==> config.mk <==
export PLATFORM = sky130hd
export DESIGN_NAME = htq_ctrl
export DESIGN_NICKNAME = d
export VERILOG_FILES = /design/src/htq_pkg.sv /design/src/htq_ctrl.sv
export VERILOG_INCLUDE_DIRS = /design/src /design/src/src
export SDC_FILE = /design/constraint.sdc
export NUM_CORES = 1
export LEC_CHECK = 0
export ABC_AREA = 1
export BUFFER_PORTS_ARGS = -buffer_cell sky130_fd_sc_hd__buf_2
export CORE_UTILIZATION = 45
export DETAILED_ROUTE_END_ITERATION = 8
export MAX_ROUTING_LAYER = met4
export PLACE_DENSITY = 0.74
export SYNTH_ARGS = -nofsm -noshare
export SYNTH_HDL_FRONTEND = slang
export SYNTH_SLANG_ARGS = --single-unit
==> constraint.sdc <==
create_clock -name clk -period 2.4 [get_ports clk]
set_clock_uncertainty 0.2 [all_clocks]
set_input_delay 0.48 -clock clk [delete_from_list [all_inputs] [get_ports clk]]
set_output_delay 0.48 -clock clk [all_outputs]
set_load 0.05 [all_outputs]
==> src/assert_macros.svh <==
// Assertion helper macros shared by the RTL files of the terrain height query block.
// Each macro expands to one labeled concurrent assertion clocked by clk, reset by arst_n.
`ifndef ASSERT_MACROS_SVH
`define ASSERT_MACROS_SVH

// Implication checked at every rising clock edge outside reset.
`define ASSERT_IMPL(label, ante, cons, msg) \
	label: assert property (@(posedge clk) disable iff (!arst_n) (ante) |-> (cons)) \
		else $error(msg);

// Implication whose consequent is checked in the cycle after the antecedent.
`define ASSERT_NEXT(label, ante, cons, msg) \
	label: assert property (@(posedge clk) disable iff (!arst_n) (ante) |=> (cons)) \
		else $error(msg);

`endif

==> src/htq_pkg.sv <==
// Package for the terrain height query block: payload structs, register indexes and
// controller command and status types. Depends on nothing.
`default_nettype none
package htq_pkg;

	localparam int unsigned CfgIdxW = 3;
	localparam int unsigned CfgDataW = 32;

	typedef enum logic [CfgIdxW-1:0] {
		REG_CELLS_X   = 3'd0,
		REG_CELLS_Z   = 3'd1,
		REG_SPACING_X = 3'd2,
		REG_SPACING_Z = 3'd3,
		REG_ORIGIN_X  = 3'd4,
		REG_ORIGIN_Y  = 3'd5,
		REG_ORIGIN_Z  = 3'd6
	} reg_idx_t;

	localparam logic KIND_WRITE = 1'b0;
	localparam logic KIND_QUERY = 1'b1;

	typedef struct packed {
		logic               kind;
		logic [6:0]         grid_x;
		logic [6:0]         grid_z;
		logic signed [31:0] height_value;
		logic signed [31:0] query_x;
		logic signed [31:0] query_y;
		logic signed [31:0] query_z;
	} in_beat_t;

	typedef struct packed {
		logic signed [31:0] ground_height;
		logic               outside;
	} out_beat_t;

	// Datapath operations selected by the controller.
	typedef enum logic [3:0] {
		OP_NONE    = 4'd0,
		OP_LOAD    = 4'd1,
		OP_BOUNDS  = 4'd2,
		OP_DIVINIT = 4'd3,
		OP_DIVSTEP = 4'd4,
		OP_CELL    = 4'd5,
		OP_READ    = 4'd6,
		OP_TRI     = 4'd7,
		OP_TERMS   = 4'd8,
		OP_SUM     = 4'd9
	} dp_op_t;

	typedef struct packed {
		dp_op_t     op;
		logic [1:0] sel;
	} dp_cmd_t;

	typedef struct packed {
		logic is_query;
		logic outside;
		logic div_done;
	} dp_stat_t;

endpackage
`default_nettype wire

==> src/htq_ctrl.sv <==
// Controller of the terrain height query: sequences load, bounds, divisions, reads,
// triangle choice and the summing step, and runs the handshakes. Depends on htq_pkg.
`default_nettype none
`include "assert_macros.svh"
module htq_ctrl (
	input  wire logic              clk,
	input  wire logic              arst_n,
	input  wire logic              in_valid,
	output      logic              in_stall,
	output      logic              out_valid,
	input  wire logic              out_stall,
	input  wire htq_pkg::dp_stat_t stat,
	output      htq_pkg::dp_cmd_t  cmd
);

	typedef enum logic [11:0] {
		S_IDLE  = 12'b000000000001,
		S_DECODE = 12'b000000000010,
		S_BOUND = 12'b000000000100,
		S_DIV   = 12'b000000001000,
		S_WAIT  = 12'b000000010000,
		S_CELL  = 12'b000000100000,
		S_READ  = 12'b000001000000,
		S_RWAIT = 12'b000010000000,
		S_TRI   = 12'b000100000000,
		S_TERM  = 12'b001000000000,
		S_SUM   = 12'b010000000000,
		S_OUT   = 12'b100000000000
	} state_t;

	state_t     state_q, state_d;
	logic [1:0] sel_q, sel_d;
	logic [2:0] rd_q, rd_d;
	logic       out_valid_q, out_valid_d;

	// Next state and command decode.
	always_comb begin
		state_d     = state_q;
		sel_d       = sel_q;
		rd_d        = rd_q;
		out_valid_d = out_valid_q;
		cmd.op      = htq_pkg::OP_NONE;
		cmd.sel     = sel_q;
		if (out_valid_q && !out_stall) begin
			out_valid_d = 1'b0;
		end
		case (state_q)
			S_IDLE: begin
				if (in_valid && !out_valid_q) begin
					cmd.op  = htq_pkg::OP_LOAD;
					state_d = S_DECODE;
				end
			end
			S_DECODE: begin
				// Writes finish here: the store write took place with the load.
				state_d = stat.is_query ? S_BOUND : S_IDLE;
			end
			S_BOUND: begin
				cmd.op  = htq_pkg::OP_BOUNDS;
				sel_d   = 2'd0;
				state_d = S_DIV;
			end
			S_DIV: begin
				cmd.op  = htq_pkg::OP_DIVSTEP;
				cmd.sel = 2'd0;
				if (sel_q == 2'd0 && stat.outside) begin
					state_d = S_SUM;
				end else begin
					state_d = S_WAIT;
				end
			end
			S_WAIT: begin
				cmd.op = htq_pkg::OP_DIVINIT;
				if (stat.outside) begin
					cmd.op  = htq_pkg::OP_NONE;
					state_d = S_SUM;
				end else begin
					state_d = S_CELL;
				end
			end
			S_CELL: begin
				if (stat.div_done) begin
					cmd.op = htq_pkg::OP_CELL;
					case (sel_q)
						2'd0: begin sel_d = 2'd1; state_d = S_WAIT; end
						2'd1: begin rd_d = 3'd0; state_d = S_READ; end
						2'd2: begin sel_d = 2'd3; state_d = S_WAIT; end
						default: state_d = S_SUM;
					endcase
				end
			end
			S_READ: begin
				cmd.sel = rd_q[1:0];
				state_d = S_RWAIT;
			end
			S_RWAIT: begin
				cmd.op  = htq_pkg::OP_READ;
				cmd.sel = rd_q[1:0];
				if (rd_q == 3'd3) begin
					state_d = S_TRI;
				end else begin
					rd_d    = rd_q + 3'd1;
					state_d = S_READ;
				end
			end
			S_TRI: begin
				cmd.op  = htq_pkg::OP_TRI;
				sel_d   = 2'd0;
				state_d = S_TERM;
			end
			S_TERM: begin
				cmd.op  = htq_pkg::OP_TERMS;
				cmd.sel = sel_q;
				if (sel_q == 2'd0) begin
					sel_d = 2'd1;
				end else begin
					sel_d   = 2'd2;
					state_d = S_WAIT;
				end
			end
			S_SUM: begin
				cmd.op  = htq_pkg::OP_SUM;
				state_d = S_OUT;
			end
			S_OUT: begin
				out_valid_d = 1'b1;
				state_d     = S_IDLE;
			end
			default: state_d = S_IDLE;
		endcase
	end

	always_ff @(posedge clk or negedge arst_n) begin
		if (!arst_n) begin
			state_q     <= S_IDLE;
			sel_q       <= 2'd0;
			rd_q        <= 3'd0;
			out_valid_q <= 1'b0;
		end else begin
			state_q     <= state_d;
			sel_q       <= sel_d;
			rd_q        <= rd_d;
			out_valid_q <= out_valid_d;
		end
	end

	assign in_stall  = (state_q != S_IDLE) || out_valid_q;
	assign out_valid = out_valid_q;

	`ASSERT_IMPL(a_onehot, 1'b1, $onehot(state_q), "state register not one-hot")
	`ASSERT_NEXT(a_out_hold, out_valid_q && out_stall, out_valid_q, "result dropped under stall")
	`ASSERT_IMPL(a_no_accept_busy, out_valid_q, in_stall, "input taken while result waits")

endmodule
`default_nettype wire

* Word-level counts from Yosys, hierarchy flattened
Index checks and enable logic that the tools add are counted.
Cells by class: reductions and logical operators 16, add/sub/neg operators 1, equal/unequal tests 22, muxes and demuxes 24
Operators by type and width (number):
- one-hot mux 12 bit (11 select lines) | 1
- two-way mux 12 bit | 3
- one-hot mux 4 bit (9 select lines) | 1
- two-way mux 11 bit | 2
- one-hot mux 11 bit (2 select lines) | 1
- two-way mux 3 bit | 5
- == test 12 x 1 -> 1 bit, second input constant | 1
- == test 12 x 10 -> 1 bit, second input constant | 1
- == test 12 x 11 -> 1 bit, second input constant | 1
- == test 12 bit, second input constant | 1
- == test 12 x 2 -> 1 bit, second input constant | 1
- == test 12 x 3 -> 1 bit, second input constant | 1
- == test 12 x 4 -> 1 bit, second input constant | 1
- == test 12 x 5 -> 1 bit, second input constant | 1
- == test 12 x 6 -> 1 bit, second input constant | 1
- == test 12 x 7 -> 1 bit, second input constant | 1
- == test 12 x 8 -> 1 bit, second input constant | 1
- == test 12 x 9 -> 1 bit, second input constant | 1
- != test 12 x 1 -> 1 bit, second input constant | 1
- two-way mux 9 bit | 1
- != test 2 bit, second input constant | 4
- one-hot mux 2 bit (2 select lines) | 2
- two-way mux 2 bit | 3
- one-hot mux 2 bit (3 select lines) | 1
- 17 further kinds | 26
Storage, ports and cells: output and inout bits 8, logic and storage cells 67, register bits 18, bits of input ports 7

* Logic depth before layout (Yosys ltp)
depth in word-level cells 5, mapped depth 10

* Worst setup path before layout
OpenSTA, ideal clock, no wires.
path kind register -> output, from register state_q[0], to output port cmd[0] (netlist bit), buffers on the path 0, slack -0.141 ns, arrival time 1.861 ns, cell stages (with the launch flop) 9, cells stage by stage dfstp_2 nor2_2 nand2_4 nor2_8 nand2_4 inv_2 nor2_1 nand2_1 o22ai_1
RTL lines:
- from (decl) | line htq_ctrl.sv:31 | state_t state_q, state_d;
- from (signal assigned) | line htq_ctrl.sv:140 | state_q <= state_d;
- to (decl) | line htq_ctrl.sv:13 | output htq_pkg::dp_cmd_t cmd

==> summary.md <==
| Metric | Value |
|---|---|
| Outcome | complete, but fails checks |
| Failing checks | setup timing |
| Antenna violations before repair | 0 |
| CP Capture Type | output pin |
| Vias per inst | 5.32 |
| Worst IR drop on VDD | 0.447 mV |
| Core ar. | 2760 µm² |
| Syn Std Cell Area | 1320 µm² |
| P_int | 0.631 mW |
| CP Data Arrival Time | 1.76 ns |
| Seq cells post-synth | 18 |
| Via Count | 1224 |
| Cell taking the most area after synthesis | dfrtp_1 |
| Number of synthesized flops with an enable pin | 0 |
| Slew HR | 71.8% |
| Hold_sp | out_stall |
| Gate power share | 53.7% |
| Peak Freq | 411 MHz |
| Die area | 3150 µm² |
| CTS Buffer Depth | 2 |
| Total CTS buffers | 3 |
| Minimum clock period after layout | 2.44 ns |
| CTS tree | done |
| Final GP Congestion | 0.949 |
| Share of synthesized flip-flops with an asynchronous set or reset | 100% |
| Max_cap viols | 0 |
| Area post-placement | 1440 µm² |
| Number of DRC markers in iteration 0 | 75 |
| Clock power share | 14.2% |
| Setup violators final | 2 |
| Worst setup path category | reg -> out |
| Largest net degree at the start of global routing | 19 |
| DR WL/cell | 13.9 µm |
| Unique cell type count in the Yosys netlist | 27 |
| CP startpoint kind | flop |
| Worst hold path class | in -> reg |
| Dpl cells | 211 |
| Synth top area share | 32.3% |
| Clk Latency, worst-skew pair | 0.30 ns |
| Total Routed Length | 3200 µm |
| Cells after Synth | 166 |
| Hold WS | 0.187 ns |
| Global route overflow | 0 |
| Area Overhead vs Synth | 28.6% |
| RSZ-0062 raised after global routing | true |
| Clk pin slew, worst setup/hold paths | 0.10 ns |
| Leak | 0.959 nW |
| Setup_tns | -0.0567 ns |
| Most frequent cells in the layout | 28 x nand2_1, 26 x inv_1, 17 x dfrtp_1, 15 x buf_4, 14 x nor2_1 |
| Power Density | 682 nW/µm² |
| Post-route antenna net violation count | 0 |
| Synthesized area per cell | 7.93 µm² |
| Met2 Usage GRT | 38.9% |
| Switching part of the total | 45.3% |
| Setup crit start | state_q[0] |
| Non-filler cells, final | 230 |
| Slowest cell on crit path | dfstp_2 |
| HPWL Detailed | 2230 µm |
| CP max stage delay | 0.57 ns |
| DRT Pass-1 Iters | 6 |
| Vias in the first global route | 1238 |
| H-tree Lvls | 1 |
| Met3 usage | 1.40% |
| Reg2reg start | state_q[9] |
| Clock Sinks | 18 |
| I/O pin total | 15 |
| Final hold violation count | 0 |
| WP data required | 1.72 ns |
| Die H | 56.1 µm |
| Fin crit share | 101% |
| Post-synth net total | 175 |
| Commonest non-fill, non-tap cell in the layout | nand2_1 |
| Port-buffer cells | 14 |
| Reg power frac | 32.1% |
| Slew Viols, Final | 0 |
| Routing usage on met1 | 25.0% |
| Final instance area | 1690 µm² |
| DRC | 0 |
| Diodes inserted | 0 |
| Die X | 56.1 µm |
| Total Routing Usage GR | 21.7% |
| Critical Path Fanout Max | 6 |
| Tot Pwr | 1.15 mW |
| Clk root buf | clkbuf_4 |
| Sequential area share after synthesis | 34.3% |
| Synth warn | 0 |
| Starting density of the core | 47.7% |
| Crit-path cells | nor2_4 -> nand2_4 -> nor2_8 -> nand2_4 -> inv_4 -> nor2_4 -> nand2_2 -> o21ai_2 -> buf_6 |
| Synth top area cells | dfrtp_1 32%, nand2_1 9.1%, inv_1 7.4%, nand2_4 6.8%, nand3_1 4.6% |
| Sw Pwr | 0.523 mW |
| Final worst slack | -0.0357 ns |
| Nets | 209 |
| Worst slew pin tran | 0.422 ns |
| Fraction of layout cells with a size suffix above 1 | 43.2% |
| Cell Rows | 19 |
| Ys flop type | dfrtp_1 |
| First-pass GRT wire length | 5230 µm |
| GR peak layer | met2 |
sequential cells by signal, summed over array words and instances (netlist names):
signal,flops
state_q,12
out_valid,1
rd_q,3
sel_q,2
synthesized netlist by cell type (2+ instances only):
cell / instances
inv_2: 7
nand3_1: 12
nor2_1: 15
nand2_4: 8
nand4_1: 2
o22ai_1: 2
nor3_2: 2
nor3_1: 5
nand2_2: 4
inv_1: 26
dfrtp_1: 17
nor2_8: 3
a21oi_2: 2
ha_1: 2
nand2_1: 32
nor2_2: 7
nand3_4: 3
o21ai_1: 3
o21ai_0: 3
nor2_4: 4
critical path: cells and delay by family, from the launching register on:
family | cells | cell delay (ns)
buf+inv | 2 | 0.21
flops | 1 | 0.57
simple gates | 6 | 0.54
compound gates | 1 | 0.13
cell families (layout without fill, tap and decap cells):
family	Yosys count	count (layout)	synth area share, %
simple gates	99	99	47.4
buf+inv	33	66	9.41
flops	18	18	34.3
compound gates	14	14	6.94
fa+ha+maj	2	2	1.90
per-layer routing:
layer | wire length (µm) | share of wire (%) | vias to the layer above
met4 | 40 | 1.3 | 0
met2 | 1740 | 54 | 37
met3 | 106 | 3.3 | 7
met1 | 1310 | 41 | 590
li1 | - | - | 590
met5 | 0 | 0 | -
final cells by class:
| class | instances | area, µm² |
|---|---|---|
| tap | 31 | 38.8 |
| clock buffer | 4 | 26.3 |
| sequential | 18 | 452 |
| inverter | 33 | 129 |
| multi-input combinational | 115 | 828 |
| fill | 232 | 1060 |
| timing repair buffer | 29 | 219 |
power by group through the flow:
stage / Clock [mW] / Combinational [mW] / Sequential, mW
detailed placement: 0 / 0.506 / 0.370
global route: 0.176 / 0.664 / 0.376
global placement: 0 / 0.493 / 0.369
floorplan: 0 / 0.417 / 0.366
finish: 0.163 / 0.620 / 0.371
CTS: 0.162 / 0.588 / 0.369
worst paths after layout:
check,endpoint,slack [ns],depth (start not counted)
setup / recovery,cmd[1],-0.04,9
hold / removal,out_valid,0.19,3
setup reg to reg,rd_q[0],0.60,9
hold reg to reg,out_valid,0.31,2
max in group asynchronous,state_q[0],1.24,2
min in group asynchronous,rd_q[0],0.43,2
per-stage QoR:
stage | utilization, % | setup WS, ns
finish | 61.4 | -0.0357
global route | 61.4 | -0.0953
CTS | 58.6 | -0.00566
detailed placement | 52.3 | 0.0992
global placement | 52.3 | 0.171
floorplan | - | 0.117
repair_timing:
action                     CTS  global route
pin swaps                    5             4
setup endpoints to repair    6             6
resized for setup           16            15
hold endpoints to repair    17             0
hold buffers                 1             0
buffers inserted            11             3
No activity file was read; power rests on OpenSTA's default activity.
